==> config.mk <==
export PLATFORM = sky130hd
export DESIGN_NAME = lru_recency_list_core
export DESIGN_NICKNAME = d
export VERILOG_FILES = /design/src/hw/rtl/lrl_pkg.sv /design/src/hw/rtl/lru_recency_list_core.sv /design/src/hw/rtl/lrl_ram.sv
export VERILOG_INCLUDE_DIRS = /design/src /design/src/hw/rtl
export SDC_FILE = /design/constraint.sdc
export NUM_CORES = 1
export LEC_CHECK = 0
export BUFFER_PORTS_ARGS = -buffer_cell sky130_fd_sc_hd__buf_2
export CAP_MARGIN = 0
export CORE_MARGIN = 4
export CORE_UTILIZATION = 45
export DETAILED_ROUTE_END_ITERATION = 16
export GPL_ROUTABILITY_DRIVEN = 0
export SYNTH_ARGS = -nofsm -noshare
export SYNTH_HDL_FRONTEND = slang
export SYNTH_HIERARCHICAL = 1
export SYNTH_SLANG_ARGS = --single-unit
==> constraint.sdc <==
create_clock -name clk -period 19.49 [get_ports clk]
set_input_delay 1.949 -clock clk [delete_from_list [all_inputs] [get_ports clk]]
set_output_delay 1.949 -clock clk [all_outputs]
set_load 0.02 [all_outputs]
==> src/hw/rtl/lru_recency_list_core_defines.svh <==
// Assertion macros used by the recency list core.
`ifndef LRU_RECENCY_LIST_CORE_DEFINES_SVH
`define LRU_RECENCY_LIST_CORE_DEFINES_SVH

// The consequence must hold in the same cycle as the antecedent.
`define LRL_ASSERT_NOW(label, ante, cons, msg) \
    label: assert property (@(posedge clk) disable iff (!rst_n) (ante) |-> (cons)) \
        else $error(msg);

// The consequence must hold in the cycle after the antecedent.
`define LRL_ASSERT_NEXT(label, ante, cons, msg) \
    label: assert property (@(posedge clk) disable iff (!rst_n) (ante) |=> (cons)) \
        else $error(msg);

// Like LRL_ASSERT_NEXT, but with a further delay before the consequence is checked.
`define LRL_ASSERT_LATER(label, ante, cons, msg) \
    label: assert property (@(posedge clk) disable iff (!rst_n) (ante) |=> ##1 (cons)) \
        else $error(msg);

`endif

==> src/hw/rtl/lrl_pkg.sv <==
package lrl_pkg;

    localparam int CMD_W  = 2;
    localparam int SLOT_W = 4;
    localparam int PAGE_W = 32;

    localparam int DEF_ENTRIES  = 16;
    localparam int DEF_KEY_BITS = 32;

    localparam logic [CMD_W-1:0] CMD_INSERT = 2'd0;
    localparam logic [CMD_W-1:0] CMD_MOVE   = 2'd1;
    localparam logic [CMD_W-1:0] CMD_EVICT  = 2'd2;

    typedef struct packed {
        logic [CMD_W-1:0]  cmd;
        logic [SLOT_W-1:0] slot;
        logic [PAGE_W-1:0] page_key;
    } req_t;

    typedef struct packed {
        logic              evicted_valid;
        logic [SLOT_W-1:0] evicted_slot;
        logic [PAGE_W-1:0] evicted_page;
        logic [SLOT_W-1:0] head_slot;
        logic [SLOT_W-1:0] tail_slot;
        logic              list_empty;
    } rsp_t;

endpackage

==> src/hw/rtl/lru_recency_list_core.sv <==
// LRU recency list: keeps the use order of ENTRIES cache slots as a doubly
// linked list, with the next and prev links and the page keys in RAM.
// A command beat (insert at head, move to head, evict tail) is taken on req
// at a clock edge where start is high and busy is low. Busy then stays high
// for one cycle while the links read at the accept edge come back and the
// neighbor links are rewritten. The result beat appears on rsp for exactly
// one cycle with done high, as done and rsp are registered at the end of the
// busy cycle; there is no way to hold it off.
// A new command can be accepted in the same cycle the result is shown, but
// not while busy is high, as the registered read of the link RAMs must be
// followed by their write-back.
// Writes that do not depend on the read data go to the RAMs at the accept
// edge, so each RAM sees at most one write per cycle.
// An evict on an empty list reports evicted_valid low and changes nothing.
// Reset empties the list at once; the RAM contents are not cleared and are
// only read where a valid link bit says they were written.
`include "lru_recency_list_core_defines.svh"

module lru_recency_list_core #(
    parameter int ENTRIES  = lrl_pkg::DEF_ENTRIES,
    parameter int KEY_BITS = lrl_pkg::DEF_KEY_BITS
) (
    input  logic          clk,
    input  logic          rst_n,
    input  logic          start,
    input  lrl_pkg::req_t req,
    output logic          busy,
    output logic          done,
    output lrl_pkg::rsp_t rsp
);

    localparam int IW = (ENTRIES > 1) ? $clog2(ENTRIES) : 1;
    localparam int KW = (KEY_BITS > lrl_pkg::PAGE_W) ? KEY_BITS : lrl_pkg::PAGE_W;
    localparam logic [31:0] ENTRIES_W = 32'(ENTRIES);

    localparam logic ST_IDLE = 1'b0;
    localparam logic ST_EXEC = 1'b1;

    logic                           state_reg;
    logic [lrl_pkg::CMD_W-1:0]      cmd_reg;
    logic [IW-1:0]                  slot_reg;
    logic                           act_reg;
    logic [IW-1:0]                  head_reg;
    logic [IW-1:0]                  tail_reg;
    logic                           occ_reg;
    logic [ENTRIES-1:0]             vn_reg;
    logic [ENTRIES-1:0]             vp_reg;
    logic                           done_reg;
    lrl_pkg::rsp_t                  rsp_reg;

    logic [IW-1:0]                  head_next;
    logic [IW-1:0]                  tail_next;
    logic                           occ_next;
    logic [ENTRIES-1:0]             vn_next;
    logic [ENTRIES-1:0]             vp_next;
    lrl_pkg::rsp_t                  rsp_next;

    logic                           accept;
    logic                           in_slot_ok;
    logic [IW-1:0]                  in_slot;
    logic                           in_act;
    logic [IW-1:0]                  rd_addr;
    logic                           pre_next_we;
    logic                           pre_prev_we;
    logic                           page_we;

    logic [IW-1:0]                  u_s;
    logic [IW-1:0]                  nx;
    logic [IW-1:0]                  pv;
    logic                           hn;
    logic                           hp;
    logic                           is_ins;
    logic                           is_mv;
    logic                           is_ev;
    logic                           do_unlink;
    logic                           do_link;
    logic                           at_head;
    logic                           at_tail;
    logic                           middle;
    logic [IW-1:0]                  head_mid;
    logic                           occ_mid;

    logic                           ex_next_we;
    logic [IW-1:0]                  ex_next_data;
    logic                           ex_prev_we;
    logic [IW-1:0]                  ex_prev_data;

    logic                           next_we;
    logic [IW-1:0]                  next_waddr;
    logic [IW-1:0]                  next_wdata;
    logic                           prev_we;
    logic [IW-1:0]                  prev_waddr;
    logic [IW-1:0]                  prev_wdata;
    logic [KEY_BITS-1:0]            page_rdata;
    logic [KW-1:0]                  page_wide;

    assign busy   = (state_reg == ST_EXEC);
    assign accept = start && (state_reg == ST_IDLE);

    // Accept side: decode the command and issue the reads of the slot's links.
    assign in_slot_ok = (32'(req.slot) < ENTRIES_W);
    assign in_slot    = IW'(req.slot);

    always_comb
    begin
        unique case (req.cmd)
            lrl_pkg::CMD_INSERT: in_act = in_slot_ok;
            lrl_pkg::CMD_MOVE:   in_act = in_slot_ok;
            lrl_pkg::CMD_EVICT:  in_act = occ_reg;
            default:             in_act = 1'b0;
        endcase
    end

    assign rd_addr = (req.cmd == lrl_pkg::CMD_EVICT) ? tail_reg : in_slot;

    // The new head's next link and the old head's prev link do not depend on the
    // read data unless the slot is already the head, so they are written at the accept edge.
    assign pre_next_we = accept && in_act && occ_reg &&
                         ((req.cmd == lrl_pkg::CMD_INSERT) ||
                          ((req.cmd == lrl_pkg::CMD_MOVE) && (head_reg != in_slot)));
    assign pre_prev_we = accept && in_act && occ_reg &&
                         ((req.cmd == lrl_pkg::CMD_INSERT) ||
                          ((req.cmd == lrl_pkg::CMD_MOVE) && (head_reg != in_slot) &&
                           ((tail_reg != in_slot) || vp_reg[in_slot])));
    assign page_we     = accept && in_act && (req.cmd == lrl_pkg::CMD_INSERT);

    // Execute side: the slot's links are back from the RAMs.
    assign is_ins = (cmd_reg == lrl_pkg::CMD_INSERT);
    assign is_mv  = (cmd_reg == lrl_pkg::CMD_MOVE);
    assign is_ev  = (cmd_reg == lrl_pkg::CMD_EVICT);
    assign u_s    = is_ev ? tail_reg : slot_reg;
    assign hn     = vn_reg[u_s];
    assign hp     = vp_reg[u_s];

    assign do_unlink = busy && act_reg && (is_mv || is_ev) && occ_reg;
    assign do_link   = busy && act_reg && (is_ins || is_mv);
    assign at_head   = (head_reg == u_s);
    assign at_tail   = (tail_reg == u_s);
    assign middle    = do_unlink && !at_head && !at_tail;

    always_comb
    begin
        head_mid  = head_reg;
        tail_next = tail_reg;
        occ_mid   = occ_reg;
        vn_next   = vn_reg;
        vp_next   = vp_reg;
        if (do_unlink)
        begin
            priority if (at_head)
            begin
                if (hn)
                begin
                    vp_next[nx] = 1'b0;
                    head_mid    = nx;
                end
                else
                begin
                    occ_mid   = 1'b0;
                    head_mid  = '0;
                    tail_next = '0;
                end
            end
            else if (at_tail)
            begin
                if (hp)
                begin
                    vn_next[pv] = 1'b0;
                    tail_next   = pv;
                end
                else
                begin
                    occ_mid   = 1'b0;
                    head_mid  = '0;
                    tail_next = '0;
                end
            end
            else
            begin
                if (hp)
                begin
                    vn_next[pv] = hn;
                end
                if (hn)
                begin
                    vp_next[nx] = hp;
                end
            end
            vn_next[u_s] = 1'b0;
            vp_next[u_s] = 1'b0;
        end

        head_next = head_mid;
        occ_next  = occ_mid;
        if (do_link)
        begin
            vp_next[slot_reg] = 1'b0;
            head_next         = slot_reg;
            if (!occ_mid)
            begin
                vn_next[slot_reg] = 1'b0;
                tail_next         = slot_reg;
                occ_next          = 1'b1;
            end
            else
            begin
                vn_next[slot_reg] = 1'b1;
                vp_next[head_mid] = 1'b1;
            end
        end
    end

    // Neighbor rewrites. Where one lands on an entry already written at the
    // accept edge, the head link wins, as it comes last in the list update.
    assign ex_next_we   = middle && hp;
    assign ex_next_data = (pv == slot_reg) ? head_reg : nx;
    assign ex_prev_we   = (middle && hn) || (do_unlink && is_mv && at_head && hn);
    assign ex_prev_data = (middle && (nx != head_reg)) ? pv : slot_reg;

    assign next_we    = pre_next_we || ex_next_we;
    assign next_waddr = pre_next_we ? in_slot : pv;
    assign next_wdata = pre_next_we ? head_reg : ex_next_data;
    assign prev_we    = pre_prev_we || ex_prev_we;
    assign prev_waddr = pre_prev_we ? head_reg : nx;
    assign prev_wdata = pre_prev_we ? in_slot : ex_prev_data;

    lrl_ram #(
        .DEPTH (ENTRIES),
        .WIDTH (IW)
    ) u_next_ram (
        .clk   (clk),
        .we    (next_we),
        .waddr (next_waddr),
        .wdata (next_wdata),
        .re    (accept),
        .raddr (rd_addr),
        .rdata (nx)
    );

    lrl_ram #(
        .DEPTH (ENTRIES),
        .WIDTH (IW)
    ) u_prev_ram (
        .clk   (clk),
        .we    (prev_we),
        .waddr (prev_waddr),
        .wdata (prev_wdata),
        .re    (accept),
        .raddr (rd_addr),
        .rdata (pv)
    );

    lrl_ram #(
        .DEPTH (ENTRIES),
        .WIDTH (KEY_BITS)
    ) u_page_ram (
        .clk   (clk),
        .we    (page_we),
        .waddr (in_slot),
        .wdata (KEY_BITS'(req.page_key)),
        .re    (accept),
        .raddr (rd_addr),
        .rdata (page_rdata)
    );

    assign page_wide = KW'(page_rdata);

    always_comb
    begin
        rsp_next.evicted_valid = is_ev && act_reg;
        rsp_next.evicted_slot  = (is_ev && act_reg) ? lrl_pkg::SLOT_W'(tail_reg) : '0;
        rsp_next.evicted_page  = (is_ev && act_reg) ? page_wide[lrl_pkg::PAGE_W-1:0] : '0;
        rsp_next.head_slot     = occ_next ? lrl_pkg::SLOT_W'(head_next) : '0;
        rsp_next.tail_slot     = occ_next ? lrl_pkg::SLOT_W'(tail_next) : '0;
        rsp_next.list_empty    = !occ_next;
    end

    always_ff @(posedge clk or negedge rst_n)
    begin
        if (!rst_n)
        begin
            state_reg <= ST_IDLE;
            cmd_reg   <= lrl_pkg::CMD_INSERT;
            slot_reg  <= '0;
            act_reg   <= 1'b0;
            head_reg  <= '0;
            tail_reg  <= '0;
            occ_reg   <= 1'b0;
            vn_reg    <= '0;
            vp_reg    <= '0;
            done_reg  <= 1'b0;
        end
        else
        begin
            done_reg <= busy;
            if (accept)
            begin
                state_reg <= ST_EXEC;
                cmd_reg   <= req.cmd;
                slot_reg  <= in_slot;
                act_reg   <= in_act;
            end
            else if (busy)
            begin
                state_reg <= ST_IDLE;
                head_reg  <= head_next;
                tail_reg  <= tail_next;
                occ_reg   <= occ_next;
                vn_reg    <= vn_next;
                vp_reg    <= vp_next;
            end
        end
    end

    always_ff @(posedge clk)
    begin
        if (busy)
        begin
            rsp_reg <= rsp_next;
        end
    end

    assign done = done_reg;
    assign rsp  = rsp_reg;

    `LRL_ASSERT_NEXT(a_exec_done, state_reg == ST_EXEC, done_reg && state_reg == ST_IDLE, "command did not finish in one execute cycle")
    `LRL_ASSERT_NOW(a_empty_ptrs, !occ_reg, head_reg == '0 && tail_reg == '0, "empty list with nonzero head or tail")
    `LRL_ASSERT_NOW(a_evict_only, done_reg && rsp_reg.evicted_valid, cmd_reg == lrl_pkg::CMD_EVICT, "eviction reported for a non-evict command")
    `LRL_ASSERT_LATER(a_insert_fills, accept && in_slot_ok && req.cmd == lrl_pkg::CMD_INSERT, occ_reg && done_reg && !rsp_reg.list_empty, "insert left the list empty")

endmodule

==> src/hw/rtl/lrl_ram.sv <==
module lrl_ram #(
    parameter int DEPTH = 16,
    parameter int WIDTH = 4
) (
    input  logic                                      clk,
    input  logic                                      we,
    input  logic [((DEPTH > 1) ? $clog2(DEPTH) : 1)-1:0] waddr,
    input  logic [WIDTH-1:0]                          wdata,
    input  logic                                      re,
    input  logic [((DEPTH > 1) ? $clog2(DEPTH) : 1)-1:0] raddr,
    output logic [WIDTH-1:0]                          rdata
);

    logic [WIDTH-1:0] mem [DEPTH];

    // Read-first: a read and a write of the same entry return the old data.
    always_ff @(posedge clk)
    begin
        if (we)
        begin
            mem[waddr] <= wdata;
        end
        if (re)
        begin
            rdata <= mem[raddr];
        end
    end

endmodule

* Yosys cells after proc, flatten, opt, wreduce, memory -nomap -nowiden *
Memories as Yosys holds them, arrays and structs flattened. A register that Yosys moved wholly into a read port is not among the register bits.
Index checks and enable logic that the tools add are counted.

storage, ports and cells
  flip-flop bits (word level) = 96
  memory bits (writable) = 640
  output and inout port bits = 48
  logic and storage cells = 164
  memories = 3

memories
  name            depth  bits a word  rd ports  clocked after memory_dff  write ports  line           source
  u_page_ram.mem  16     32           1         1                         1            lrl_ram.sv:14  logic [WIDTH-1:0] mem [DEPTH];
  u_next_ram.mem  16     4            1         1                         1            lrl_ram.sv:14
  u_prev_ram.mem  16     4            1         1                         1            lrl_ram.sv:14

operators by class
  magnitude comparators = 11
  equal/unequal tests = 10
  mux-type cells = 69
  bitwise operators = 14
  reductions and logical operators = 41

operators with widths
  cell                  number
  $mux W16              16
  $and A16 B16 Y16      6
  $mux W4               21
  $not A16 Y16          4
  $bwmux W16            2
  $or A16 B16 Y16       2
  $lt A4 B5 Y1 const B  6
  $logic_and A1 B1 Y1   26
  $mux W1               21
  $demux W1 S4          5
  $ge A4 B1 Y1 const B  5
  $bmux W1 S4           3
  $eq A4 B4 Y1          3
  $ne A4 B4 Y1          3
  $logic_or A1 B1 Y1    8
  $eq A2 B1 Y1 const B  2
  $eq A2 B2 Y1 const B  2
  $logic_not A2 Y1      2
  $logic_not A1 Y1      3
  $not A1 Y1            2
  $pmux W1 S2           1
  $reduce_and A2 Y1     1
  $reduce_or A2 Y1      1

* Logic depth before layout (Yosys ltp) *
Gate-level depths: netlist of the first run.

  word-level depth = 15
  gate-level depth with buffers = 15
  gate-level depth less buffers = 10

* By module *
Netlist of the first run, hierarchy kept.

by module, submodules not included
  module                     instances  cells each  area an instance (um^2)  seq. area each (um^2)
  lrl_ram at u_page_ram      1          838         20155.6                  16335.7
  lru_recency_list_core      1          699         6541.3                   2632.5
  lrl_ram at u_next_ram ...  2          130         2706.3                   2042.0

* Least setup slack after synthesis of the first run *
OpenSTA, ideal clock, no wires.

  path kind = input to register
  start point = input start
  end point = memory u_page_ram/mem[0][0] (netlist name), enable pin
  setup time = 0.461 ns
  arrival time = 6.692 ns
  slack = 12.337 ns
  stages on the path = 5
  path buffers = 1
  cell sequence = nor2b_1 > clkbuf_1 > nor3b_1 > or3b_2 > nor3_1

on the way
  word-level cells in the longest chain between the ends = 5

ends and longest elaborated chain
  item                               line                          source
  start, declared                    lru_recency_list_core.sv:25   input logic start,
  $logic_and A1 B1 Y1                lru_recency_list_core.sv:98   assign accept = start && (state_reg == ST_IDLE);
  named net accept                   lru_recency_list_core.sv:58   logic accept;
  $logic_and A1 B1 Y1 (2 in series)  lru_recency_list_core.sv:125  assign page_we = accept && in_act && (req.cmd == lrl_pkg::CMD_INSERT);
  named net page_we                  lru_recency_list_core.sv:65   logic page_we;
  $mux W1                            lrl_ram.sv:19                 if (we)
  $mux W1 (implied by the code)      lrl_ram.sv:21                 mem[waddr] <= wdata;
  end, declared                      lrl_ram.sv:14

The timed path passes the listed nets, and every way through them passes these cells.

* Worst setup path in the final report of the first run *
  start point = input req[33] (netlist name)
  end point = memory u_prev_ram.mem[0][2], enable pin

on the way
  elaborated cells between the ends (all ways) = 13
  classes of those cells = eq/ne (2); mux (5); reduce/logical (6)

RTL lines
  item                           line                          source
  start, declared                lru_recency_list_core.sv:26   input lrl_pkg::req_t req,
  $bmux W1 S4                    lru_recency_list_core.sv:124  ((tail_reg != in_slot) || vp_reg[in_slot])));
  $mux W1 (implied by the code)  lru_recency_list_core.sv:124
  $logic_or A1 B1 Y1             lru_recency_list_core.sv:124
  $logic_and A1 B1 Y1 (*)        lru_recency_list_core.sv:123  ((req.cmd == lrl_pkg::CMD_MOVE) && (head_reg != in_slot) &&
  $logic_or A1 B1 Y1 (*)         lru_recency_list_core.sv:122  ((req.cmd == lrl_pkg::CMD_INSERT) ||
  $logic_and A1 B1 Y1 (*)        lru_recency_list_core.sv:121  assign pre_prev_we = accept && in_act && occ_reg &&
  $mux W4 (*)                    lru_recency_list_core.sv:224  assign prev_waddr = pre_prev_we ? head_reg : nx;
  named net prev_waddr[2]        lru_recency_list_core.sv:92   logic [IW-1:0] prev_waddr;
  end, declared                  lrl_ram.sv:14

The timed path passes the listed nets; every way through them passes the cells marked *. The select of a mux whose other input is x is not followed.

==> impl.org, run 1 <==
** Routing
- After the first detailed-routing iteration, the DRC count stood at 1,788.
- Using the TritonRoute via totals, the vias-per-cell ratio works out to 6.11.
- For this run, design rule violations remaining after detail routing come to 0.
- Initial DRT Pass Iterations :: 6
- Total wirelength of the detailed-routed design :: 79,600 um
- Wire length per cell :: 27.4 um
- Total number of vias :: 17.8k
- Once detail routing completed, the nets flagged for antenna violations numbered 0.

** Clock tree
- The longest clock path from root to sink contains 3 buffers.
- Clock tree synthesis selected as its root buffer the cell clkbuf_16.
- Sinks on Clock Net :: 776
- Buffers inserted to repair hold after CTS numbered 0.
- For the worst-skew pair, the clock arrives at the later sink with an insertion delay of 0.63 ns.
- TritonCTS built the clock tree.
- The number of gates resized after CTS was 0.
- Clock transition at the registers of the reported paths :: 0.06 ns
- After clock tree synthesis, the setup repair step added 0 buffers.
- The H-tree was split into 3 levels.
- Cts bufs inserted :: 83

** Synthesis
- Count of cell types in the netlist :: 79
- By area the synthesized netlist is led by edfxtp_1 68%, mux4_2 9.6%, dfrtp_1 3.9%, mux4_1 2.3%, a22oi_1 1.9%.
- Number of enable flip-flop cells after synthesis :: 726
- For this run, the register share of the synthesized area comes to 71.8%.
- Synthesis produced a netlist with a net count of 1,841.
- The synthesized design devotes to its leading area cell type 67.9% of total area.
- Flip-flop and latch count after synthesis :: 776
- Fraction of registers with async set or reset after synthesis :: 6.44%
- Avg Inst Size Synth :: 17.9 um^2
- Cell area after synthesis :: 0.0321 mm^2
- In the synthesized netlist the dominant register cell turns out to be edfxtp_1.
- In the synthesized netlist, the number of instances is 1,797.
- Yosys warns :: 6
- Yosys top cell by area :: edfxtp_1

** Pwr
- Total power draw :: 4.27 mW
- P per Cell Area :: 118 mW/mm^2
- The analysis attributes to cell leakage a power of 11.9 nW.
- VDD sags by at most 0.0000613 V.

** Die
- Core Box Area :: 0.0704 mm^2
- The die is 275 um wide.
- I/O pin count :: 89
- The initialized floorplan defines 97 standard-cell rows.
- Initial Util :: 45.6%
- The die is 275 um tall.
- Die footprint :: 0.0757 mm^2

** Setup path
- Top cell family by delay on the critical path :: simple AND/OR/NAND/NOR gates
- STA classifies the critical path startpoint as an input port.
- On the worst path, the slowest cell contributes a delay of 0.56 ns.
- Critical setup path kind :: input port to flip-flop
- Of all nets on the critical path, the largest fanout is 17.
- Together, buffers and inverters on the worst path number 1.
- STA puts the critical path data required time at 19.75 ns.
- Data on the critical path arrives at its endpoint at 5.58 ns.
- Cells traversed along the worst timing path :: buf_2 > mux4_2 > nor2b_1 > a2111oi_0 > a31oi_1 > nor4_1 > nor2_1 > mux2_2 > or3b_2 > nor3_1
- Slowest cell on the critical path :: mux4_2
- The worst setup path is captured at a flip-flop.

** Placement
- Final HPWL from detailed placement :: 44,400 um
- Summing all placed instances gives a cell area of 0.0337 mm^2.
- Number of buffers added on ports :: 88

** Timing
- Slew at the pin with the worst max-slew slack :: 1.05 ns
- RSZ-0062 raised after global routing :: false
- Final setup violation count :: 0
- For the finished layout, the period the worst path requires is 5.32 ns.
- Upper clock frequency limit :: 188 MHz
- The max-slew violation count was 0.
- Worst slew margin :: 30.1%
- Hold violation count in the final report :: 0
- For the final routed database, the setup TNS stands at 0 ns.
- Clock skew on the completed layout was measured at 0.0281 ns.
- Final clock period utilization by the worst path :: 27.3%
- Final worst hold slack :: 0.512 ns

** Hold path
- The min-delay analysis places its worst path in the category flip-flop to flip-flop.

** Finish
- Final Core Density :: 51.5%
- In the final layout, the registers with the most flip-flops are u_page_ram/mem x512, u_next_ram/mem x64, u_prev_ram/mem x64.
- Net total in the final layout :: 1,944
- The area growth from synthesis to layout is 12.8%.
- The register with the most flip-flops in the layout has 512 of them.
- Once layout is done, the placed cells without fillers occupy 0.0362 mm^2.
- Largest register by flop count :: u_page_ram/mem
- Cells with a size suffix above 1 make up 22.6% of the layout.

** Global routing
- Total Routing Usage GR :: 21.0%
- The first global-routing pass estimated 117,000 um of wire.
- Global-route congestion overflow total :: 0
- The number of antenna violations at the first check in global routing is 6.
- Number of global-route vias before repair :: 18.0k
- Entering global routing, the biggest net connects 99 pins.

** Flow run
- The tool flagged a number of max-cap violations equal to 0.

** Run status
- The run finished with clean final reports.
==> layer usage <==
metal | part of all wire [%] | up-vias | track usage, %
li1 | - | 7579 | -
met1 | 42 | 9276 | 29.4
met2 | 48 | 743 | 34.4
met3 | 7.5 | 161 | 3.53
met4 | 2.6 | 2 | 6.29
met5 | 0.014 | - | 0
==> metrics by stage <==
step           std cells  setup WS, ns
6_report            2906         14.17
4_1_cts             2904         14.18
3_3_place_gp        2755         13.54
5_1_grt             2904         13.97
3_5_place_dp        2755         13.53
2_1_floorplan       1797         12.34
==> tightest hold or removal path, delay by kind of cell (launching register included) <==
family,cells,cell delay (ns)
compound gates,1,0.09
simple gates,1,0.05
flops,1,0.34
==> logic make-up (layout without fill, tap and decap cells) <==
group	after synthesis	count (layout)	share of synthesized area (%)
XOR/XNOR	23	23	0.627
other	0	2	0
buffers and inverters	124	291	1.87
AND/OR/NAND/NOR	416	416	6.64
flip-flops	776	776	71.8
multiplexers	194	194	12.9
adder cells (fa/ha/maj)	3	3	0.117
AO/OA/AOI/OAI	261	261	6.07
==> placed cells by master (no fill, tap or decap), drive strengths merged, types with 17 or more instances in the layout <==
cell type / synthesis / final
edfxtp: 726 / 726
clkbuf: 61 / 102
nor2: 76 / 76
nand2b: 17 / 17
nor3: 28 / 28
a21oi: 28 / 28
mux2: 20 / 20
a22oi: 80 / 80
dfrtp: 50 / 50
nor2b: 23 / 23
buf: 50 / 129
inv: 13 / 17
nand2: 113 / 113
clkinv: 0 / 34
and3: 45 / 45
nand3: 52 / 52
mux4: 165 / 165
o21ai: 22 / 22
a31oi: 20 / 20
==> area by class of cell <==
type / count / area (um^2)
fill: 5730 / 34200
sequential: 776 / 23100
multi-input combinational: 897 / 8630
clock buffer: 102 / 2190
tap: 940 / 1180
timing repair buffer: 129 / 748
clock inverter: 47 / 370
inverter: 13 / 48.8
antenna: 2 / 5.00
==> report_power, final <==
part           total, mW  internal [mW]  switching, mW
clock               1.47          0.832          0.637
combinational      0.758          0.293          0.465
sequential          2.04           1.94          0.107
==> final timing paths <==
path	from	to	slack [ns]	cells past startpoint
worst max register to register	cmd_reg[0]	u_prev_ram/mem[0][2]	14.79	10
worst max-delay path	req[33]	u_prev_ram/mem[0][2]	14.17	10
max in group asynchronous	rst_n	busy	17.52	2
worst min-delay path	vn_reg[0]	vn_reg[0]	0.51	2
worst min register to register	vn_reg[0]	vn_reg[0]	0.51	2
min in group asynchronous	rst_n	busy	1.45	2
==> synth_stat cells (5+ instances only) <==
cell	count
nand2_1	113
mux2_2	20
nand2b_1	17
buf_1	13
and2_1	14
a22oi_1	80
xnor2_1	14
o21ai_0	21
a41oi_1	6
nand3b_1	13
mux4_2	137
o21a_1	14
a21oi_1	28
nor2b_1	23
o211ai_1	14
buf_4	13
inv_1	13
nand3_1	51
dfrtp_1	50
and3_1	45
nor3_1	28
edfxtp_1	726
o41ai_1	5
a31oi_1	20
mux2i_1	9
clkbuf_1	61
xor2_1	9
o21bai_1	5
o32ai_1	6
mux4_1	28
nor2_1	75
o221ai_1	10
nand4_1	12
buf_2	18
a32oi_1	5
Note: power is estimated with default switching activity, not from simulation.
==> inputs of run 2 (changes only) <==
==> constraint.sdc (replaced) <==
create_clock -name clk -period 5.15 [get_ports clk]
set_input_delay 0.515 -clock clk [delete_from_list [all_inputs] [get_ports clk]]
set_output_delay 0.515 -clock clk [all_outputs]
set_load 0.02 [all_outputs]
==> run 2 against run 1 <==
Flip-flop and latch count did not move. Final cell count rose by 0.24%. Power rose to 3.8 times the previous value. Combinational power rose to 3.8 times the previous value. Clock-buffer cell count fell by 2. First-iteration DRC count rose by 2.3%. Clock skew rose by 0.0071 ns. Core utilization rose by 0.32 points. Critical path type is now flip-flop to flip-flop. Critical endpoint is now u_prev_ram/mem[0][0].
==> impl.org, run 2 (synthesis gave the netlist of run 1 again) <==
** Global routing
- Antenna violations before repair :: 7 (+1)
- The number of global-route vias before repair came to 18.3k (+1.5%).
- The total global-route track usage was 21.3% (+0.26 points).
- Pin count of the biggest net entering global routing :: 97 (-2.0%)
- The aggregate global routing overflow is 0 (unchanged).
- The wire length of the first global-routing pass came to 120,000 um (+2.0%).

** Pwr
- The total leakage power is 12.0 nW (+1.1%).
- Peak supply drop :: 0.000234 V (+280%)
- The power per cell area was 451 mW/mm^2 (+280%).

** Placement
- The number of buffers added on ports is 88 (unchanged).
- The post-placement worst setup slack is 0.885 ns (-12.64 ns).
- Final HPWL from detailed placement :: 47,800 um (+7.7%)

** Timing
- The slew at the pin closest to its max-slew limit was 1.12 ns (+0.0729 ns).
- The final count of negative-setup-slack endpoints was 0 (unchanged).
- Final worst clock skew :: 0.0352 ns (+0.00706 ns)
- Upper clock frequency limit :: 228 MHz
- Final number of max-transition violations :: 0 (unchanged)
- The hold violation total from the final report was 0 (unchanged).
- Final clock period utilization by the worst path :: 85.3%
- The smallest setup slack after layout came to 0.756 ns (-13.41 ns).
- Setup repair after global routing left no endpoint under its margin.
- The final sum of negative setup slack came to 0 ns (unchanged).
- Worst slew margin :: 25.1% (-5.0 points)
- Final worst path period need :: 4.39 ns

** Setup path
- Worst reg2reg path startpoint :: cmd_reg[0]
- The slowest stage of the critical path is the ha_2 cell.
- The worst setup path is captured at a flip-flop.
- By startpoint and endpoint, the worst setup path is classified as flip-flop to flip-flop.
- Cells traversed along the worst timing path :: inv_1 > ha_2 > nor3_1 > o21bai_1 > o2111ai_1 > a2111oi_4 > buf_4 > nand2_1 > o22ai_1 > or3b_2 > nor3_1
- Most used cell along the critical path :: nor3_1
- The required time of the worst setup path is 5.42 ns (-14.33 ns).
- Origin of the worst setup path :: cmd_reg[0]
- The stage delay of the slowest cell on the critical path is 0.63 ns (+0.07 ns).
- Crit path launch type :: flip-flop
- Worst Path Max Fanout :: 33 (+16)
- The data arrival time at the worst-slack endpoint was 4.66 ns (-0.92 ns).

** Finish
- The largest registers in the layout are u_page_ram/mem x512, u_next_ram/mem x64, u_prev_ram/mem x64.
- The core occupancy in the finished layout came to 51.8% (+0.32 points).
- Share of final-layout standard cells stronger than drive strength 1 :: 23.2% (+0.65 points)
- The number of flip-flops in the largest register was 512 (unchanged).
- The area growth from synthesis to layout is 13.5%.
- The final layout net count came to 1,950 (+0.31%).
- The register with the most flip-flops in the final layout is u_page_ram/mem.
- Leaving out fill and tap cells, the most frequent cells in the layout are 726 x edfxtp_1, 137 x mux4_2, 113 x nand2_1.
- Most common library cell in the layout ignoring fill and taps :: edfxtp_1

** Clock tree
- Clock transition at the registers of the reported paths :: 0.06 ns (about the same)
- Sinks on Clock Net :: 776 (unchanged)
- The TritonCTS buffer count is 82 (-1.2%).
- Post-cts repair resize count :: 0 (unchanged)
- The H-tree depth came to 3 (unchanged).
- CTS placed an instance of clkbuf_16 at the clock tree root.
- The number of hold buffers added after cts is 0 (unchanged).
- Maximum clock insertion buffer count :: 3 (unchanged)
- Clock Latency Late Sink :: 0.65 ns (+0.02 ns)
- Number of post-CTS setup repair buffers :: 0 (unchanged)
- TritonCTS built the clock tree.

** Die
- The vertical die dimension was 275 um (unchanged).
- Die footprint :: 0.0757 mm^2 (unchanged)
- The number of placed I/O pins is 89 (unchanged).
- The effective utilization at floorplan was 45.6% (unchanged).
- Die span in x :: 275 um (unchanged)
- The number of standard-cell rows in the floorplan was 97 (unchanged).
- The area of the placeable core was 0.0704 mm^2 (unchanged).

** Hold path
- The tightest min-delay check is of the input port to asynchronous set/reset pin type.

** Routing
- Detailed Route Iter0 Violations :: 1,830 (+2.3%)
- Total number of vias :: 17.9k (+0.90%)
- The total DRC errors in the routed layout was 0 (unchanged).
- Detail Route Antenna Nets :: 0 (unchanged)
- The length of the first detailed-routing pass in iterations is 6 (unchanged).
- Wire length per cell :: 27.4 um (-0.14%)
- Detail-routed via count per cell :: 6.15 (+0.65%)
- Total wirelength of the detailed-routed design :: 79,700 um (+0.10%)

** Run status
- Outcome :: finished clean

** Flow run
- Max Cap Violations :: 0 (unchanged)
-- run 2: worst max-delay path, delay by kind of cell (launching register included) --
family	cells	cell delay, ns
and+or+nand+nor	4	1.42
buffers and inverters	2	0.42
DFF	1	0.39
AOI/OAI and AO/OA	4	1.13
adders and majority gates	1	0.63
-- run 2: per-layer routing --
| layer | part of all wire [%] | routed length (um) | GRT usage [%] |
|---|---|---|---|
| met2 | 46 | 36900 | 33.0 |
| met1 | 43 | 34000 | 30.8 |
| met5 | 0.016 | 13 | 0 |
| met3 | 7.5 | 5980 | 3.71 |
| met4 | 3.5 | 2770 | 7.60 |
-- run 2: final timing paths --
check                                  endpoint  slack [ns]  cells after the start
max                        u_prev_ram/mem[0][0]        0.76                     11
min                                        done        0.01                      2
max reg2reg                u_prev_ram/mem[0][0]        0.76                     11
min reg2reg                             rsp[39]        0.53                      1
max in group asynchronous                  busy        4.57                      2
min in group clk                        act_reg        0.14                      2
-- run 2: stage by stage --
step / instance area, um^2 / total power, mW / hold slack [ns] / std cells
final: 36500 / 16.4 / 0.0108 / 2913
after global routing: 36400 / 17.1 / 0.0610 / 2910
after CTS: 36400 / 16.5 / 0.0103 / 2909
after detailed placement: 33800 / 10.7 / 0.516 / 2762
after global placement: 33800 / 10.7 / 0.523 / 2762
after floorplan: 32100 / 9.75 / 0.219 / 1797
-- run 2: layout make-up --
class                      count  area (um^2)
timing repair buffer         136          838
tap                          940         1180
antenna                        4         10.0
sequential                   776        23100
fill                        5683        33900
inverter                      13         48.8
clock buffer                 100         2180
clock inverter                47          480
multi-input combinational    897         8660
-- run 2: power breakdown --
| part | leakage [nW] | internal (mW) | switching [mW] | total, mW |
|---|---|---|---|---|
| Combinational | 3.47 | 1.13 | 1.74 | 2.86 |
| Sequential | 7.22 | 7.33 | 0.461 | 7.79 |
| Clock | 1.31 | 3.34 | 2.43 | 5.78 |
| Total | 12.0 | 11.8 | 4.63 | 16.4 |
==> inputs of run 3 (changes only) <==
--- a/config.mk
+++ b/config.mk
@@ -6,6 +6,7 @@
 export SDC_FILE = /design/constraint.sdc
 export NUM_CORES = 1
 export LEC_CHECK = 0
+export ABC_AREA = 1
 export BUFFER_PORTS_ARGS = -buffer_cell sky130_fd_sc_hd__buf_2
 export CAP_MARGIN = 0
 export CORE_MARGIN = 4
==> run 3 against run 2 <==
Clock power hardly changed. Core utilization shrank 1.2 points. Synthesized area grew 12%. Clock skew down 0.0087 ns. Die area grew 12%. First-iteration DRC count up 30%. Final area rose by 9.7%. Critical endpoint is now u_prev_ram/mem[5][0]. Hold slack hardly changed. Sequential share of layout area is 5.6 points lower.
==> impl.org, run 3 <==
** Setup path
- Worst path arrival time :: 4.37 ns (-0.29 ns)
- On the critical path, the stage with the largest delay is an instance of ha_1.
- Critical setup path kind :: flip-flop to flip-flop
- The required time of the worst setup path was 5.45 ns (+0.03 ns).
- The maximum fanout count along the critical path was 19 (-42%).
- The signal on the critical path passes through inv_1 > ha_1 > inv_2 > nand2_2 > nand2_4 > xor2_1 > nand3_1 > nor2_2 > nor2_4 > inv_1 > nor2_1 > a31oi_1 > o21ai_0 > nand3b_1 > nor2_1.
- The stage delay of the slowest cell on the critical path came to 0.58 ns (-0.05 ns).
- Top cell family by delay on the critical path :: simple AND/OR/NAND/NOR gates
- Crit path buf inv count :: 3 (+1)
- Worst setup EP type :: flip-flop
- The worst setup path is launched from a flip-flop.

** Synthesis
- The most used flip-flop cell after synthesis is edfxtp_1.
- The largest total area in the synthesized netlist belongs to edfxtp_1.
- Fraction of registers with async set or reset after synthesis :: 6.44% (unchanged)
- Ranked by instance count, the synthesized netlist is headed by 1,126 x nand2_1, 726 x edfxtp_1, 634 x inv_1, 572 x nand3_1, 194 x nor2_1.
- The proportion of synthesized chip area in sequential cells was 64.0% (-7.8 points).
- Number of enable flip-flop cells after synthesis :: 726 (unchanged)
- Count of cell types in the netlist :: 49 (-38%)
- Most area-consuming cells after synthesis :: edfxtp_1 60%, nand2_1 12%, nand3_1 7.9%, inv_1 6.6%, dfrtp_1 3.5%
- The synthesized netlist cell count was 3,738 (+110%).
- The most common cell in the synthesized netlist is nand2_1.
- Cell area after synthesis :: 0.0360 mm^2 (+12%)
- The flip-flop and latch count after synthesis is 776 (unchanged).
- The average cell area after synthesis is 9.64 um^2 (-46%).
- The number of warning messages in the yosys log is 6 (unchanged).
- Share of the synthesized area in the top cell type :: 60.5% (-7.4 points)
- The net count of the mapped netlist was 3,782 (+110%).

** Clock tree
- The count of instances resized after the clock tree is built is 0 (unchanged).
- The buffer count from post-CTS setup fixing is 0 (unchanged).
- The number of hold buffers added after cts is 0 (unchanged).
- The H-tree depth is 3 (unchanged).
- Cts bufs inserted :: 83 (+1.2%)
- Sinks on Clock Net :: 776 (unchanged)
- Clock transition at the registers of the reported paths :: 0.06 ns (about the same)
- The clock latency reported for the late side of the worst-skew pair came to 0.65 ns (about the same).
- Clock tree from TritonCTS :: yes
- Maximum clock insertion buffer count :: 3 (unchanged)
- The root buffer cell chosen for the clock tree is clkbuf_16.

** Finish
- The area growth from synthesis to layout is 11.0%.
- Most used cells in the layout excluding fill and tap cells :: 1,125 x nand2_1, 726 x edfxtp_1, 631 x inv_1
- Net total in the final layout :: 3,835 (+97%)
- The fraction of layout cells with a size suffix above 1 is 8.71% (-14 points).
- The largest registers in the layout are u_page_ram/mem x512, u_next_ram/mem x64, u_prev_ram/mem x64.
- The number of flip-flops in the largest register came to 512 (unchanged).
- Final Core Density :: 50.5% (-1.2 points)
- Largest register by flop count :: u_page_ram/mem
- Most common library cell in the layout ignoring fill and taps :: nand2_1
- Number of cells in the finished layout apart from fillers :: 4,908 (+68%)

** Timing
- The max-slew violation count came to 0 (unchanged).
- Hold violation count in the final report :: 0 (unchanged)
- The final count of negative-setup-slack endpoints is 0 (unchanged).
- The slew at the pin closest to its max-slew limit is 1.25 ns (+0.126 ns).
- Accumulated negative setup slack :: 0 ns (unchanged)
- The clock tree skew after final layout was 0.0265 ns (-0.00871 ns).
- The worst relative slew slack was 15.7% (-9.3 points).
- The maximum achievable frequency was 246 MHz (+8.0%).
- The share of the clock period used by the worst path is 79.0% (-6.3 points).
- Setup repair after global routing left no endpoint under its margin.
- Setup slack of the critical path after layout :: 1.08 ns (+0.324 ns)
- The clock period minus worst slack came to 4.07 ns (-0.324 ns).

** Routing
- The number of nets with antenna violations after routing was 0 (unchanged).
- The total routed wirelength is 94,800 um (+19%).
- The detail-routed via count per cell came to 5.15 (-16%).
- Detailed Route Iter0 Violations :: 2,374 (+30%)
- The wire length per cell after detailed routing is 19.3 um (-29%).
- Total number of vias :: 25.3k (+41%)
- The length of the first detailed-routing pass in iterations is 5 (-1).
- The total DRC errors in the routed layout came to 0 (unchanged).

** Die
- Die span in x :: 291 um (+5.8%)
- Core Box Area :: 0.0791 mm^2 (+12%)
- Floorplan die height :: 291 um (+5.8%)
- Initial Util :: 45.5% (-0.072 points)
- I/O pin count :: 89 (unchanged)
- The number of standard-cell rows in the floorplan is 103 (+6.2%).
- Die footprint :: 0.0847 mm^2 (+12%)

** Pwr
- Peak supply drop :: 0.000280 V (+20%)
- Internal portion of total power :: 11.4 mW (-3.1%)
- The power per cell area was 414 mW/mm^2 (-8.2%).
- The net load switching power was 5.12 mW (+11%).
- Clock share of power :: 35.0% (-0.2 points)
- Pleak :: 17.2 nW (+43%)
- The power share of the sequential group came to 45.4% (-2.0 points).
- The share of power burned in combinational logic is 19.6% (+2.2 points).
- The switching part of the total came to 30.9% (+2.8 points).

** Placement
- Final HPWL from detailed placement :: 53,800 um (+12%)
- Worst setup timing slack at the placement stage :: 1.14 ns (+0.251 ns)
- The number of buffers added on ports was 88 (unchanged).
- The number of cells in the design after placement came to 4,756 (+72%).

** Global routing
- The aggregate global routing overflow is 0 (unchanged).
- Number of global-route vias before repair :: 23.8k (+30%)
- Antenna violations before repair :: 5 (-2)
- The largest net degree at the start of global routing is 175 (+80%).
- Wire length of the first global-routing pass :: 143,000 um (+20%)
- Total Routing Usage GR :: 21.9% (+0.66 points)

** Run status
- Outcome :: finished clean

** Hold path
- The min-delay analysis places its worst path in the category input port to asynchronous set/reset pin.

** Flow run
- The number of max-capacitance violations reported came to 0 (unchanged).
==> run 3: changes by cell type after synthesis, sizes merged, moves of 79 or more <==
cell,previous run,this run
a22oi,80,1
inv,13,653
nor2,76,206
nand2,113,1143
nand3,52,573
mux4,165,0
==> run 3: cell type report <==
class | instances | area, um^2
antenna | 1 | 2.50
clock buffer | 102 | 2160
clock inverter | 49 | 493
tap | 1050 | 1310
inverter | 655 | 2480
fill | 7198 | 39100
multi-input combinational | 2136 | 9570
sequential | 776 | 23100
timing repair buffer | 139 | 911
==> run 3: metal layers <==
metal	GRT usage, %	share of wire [%]	up-vias
li1	-	-	12200
met1	30.4	43	12100
met2	35.9	47	874
met3	3.28	6.3	179
met4	6.76	3.0	4
met5	0	0.036	-
==> run 3: power groups by stage <==
stage	sequential, mW	combinational, mW	clock [mW]
after floorplan	7.55	2.29	0
after global placement	7.63	3.19	0
after detailed placement	7.63	3.20	0
after CTS	7.50	3.21	5.93
after global routing	7.53	3.58	6.20
final	7.51	3.24	5.80
==> run 3: final timing paths <==
| check | start | endpoint | slack [ns] | cells past startpoint |
|---|---|---|---|---|
| max | cmd_reg[0] | u_prev_ram/mem[5][0] | 1.08 | 15 |
| min | rst_n | vp_reg[4] | 0.01 | 2 |
| max reg2reg | cmd_reg[0] | u_prev_ram/mem[5][0] | 1.08 | 15 |
| min reg2reg | vn_reg[14] | vn_reg[14] | 0.48 | 2 |
| max in group asynchronous | rst_n | busy | 4.61 | 2 |
| min in group clk | req[26] | u_page_ram/mem[14][26] | 0.24 | 1 |
==> run 3: through the flow <==
step                cell area [um^2]  total power [mW]  hold slack (ns)
finish                         40000              16.5           0.0113
global route                   40000              17.3           0.0711
CTS                            40000              16.6          0.00955
detailed placement             37300              10.8            0.473
global placement               37300              10.8            0.474
floorplan                      36000              9.84            0.219
==> run 3: logic make-up after synthesis <==
kind of cell	share of synthesized area, %
buf+inv	9.94
flops	64.0
compound gates	2.65
xor+xnor	0.410
simple gates	22.9
fa+ha+maj	0.104
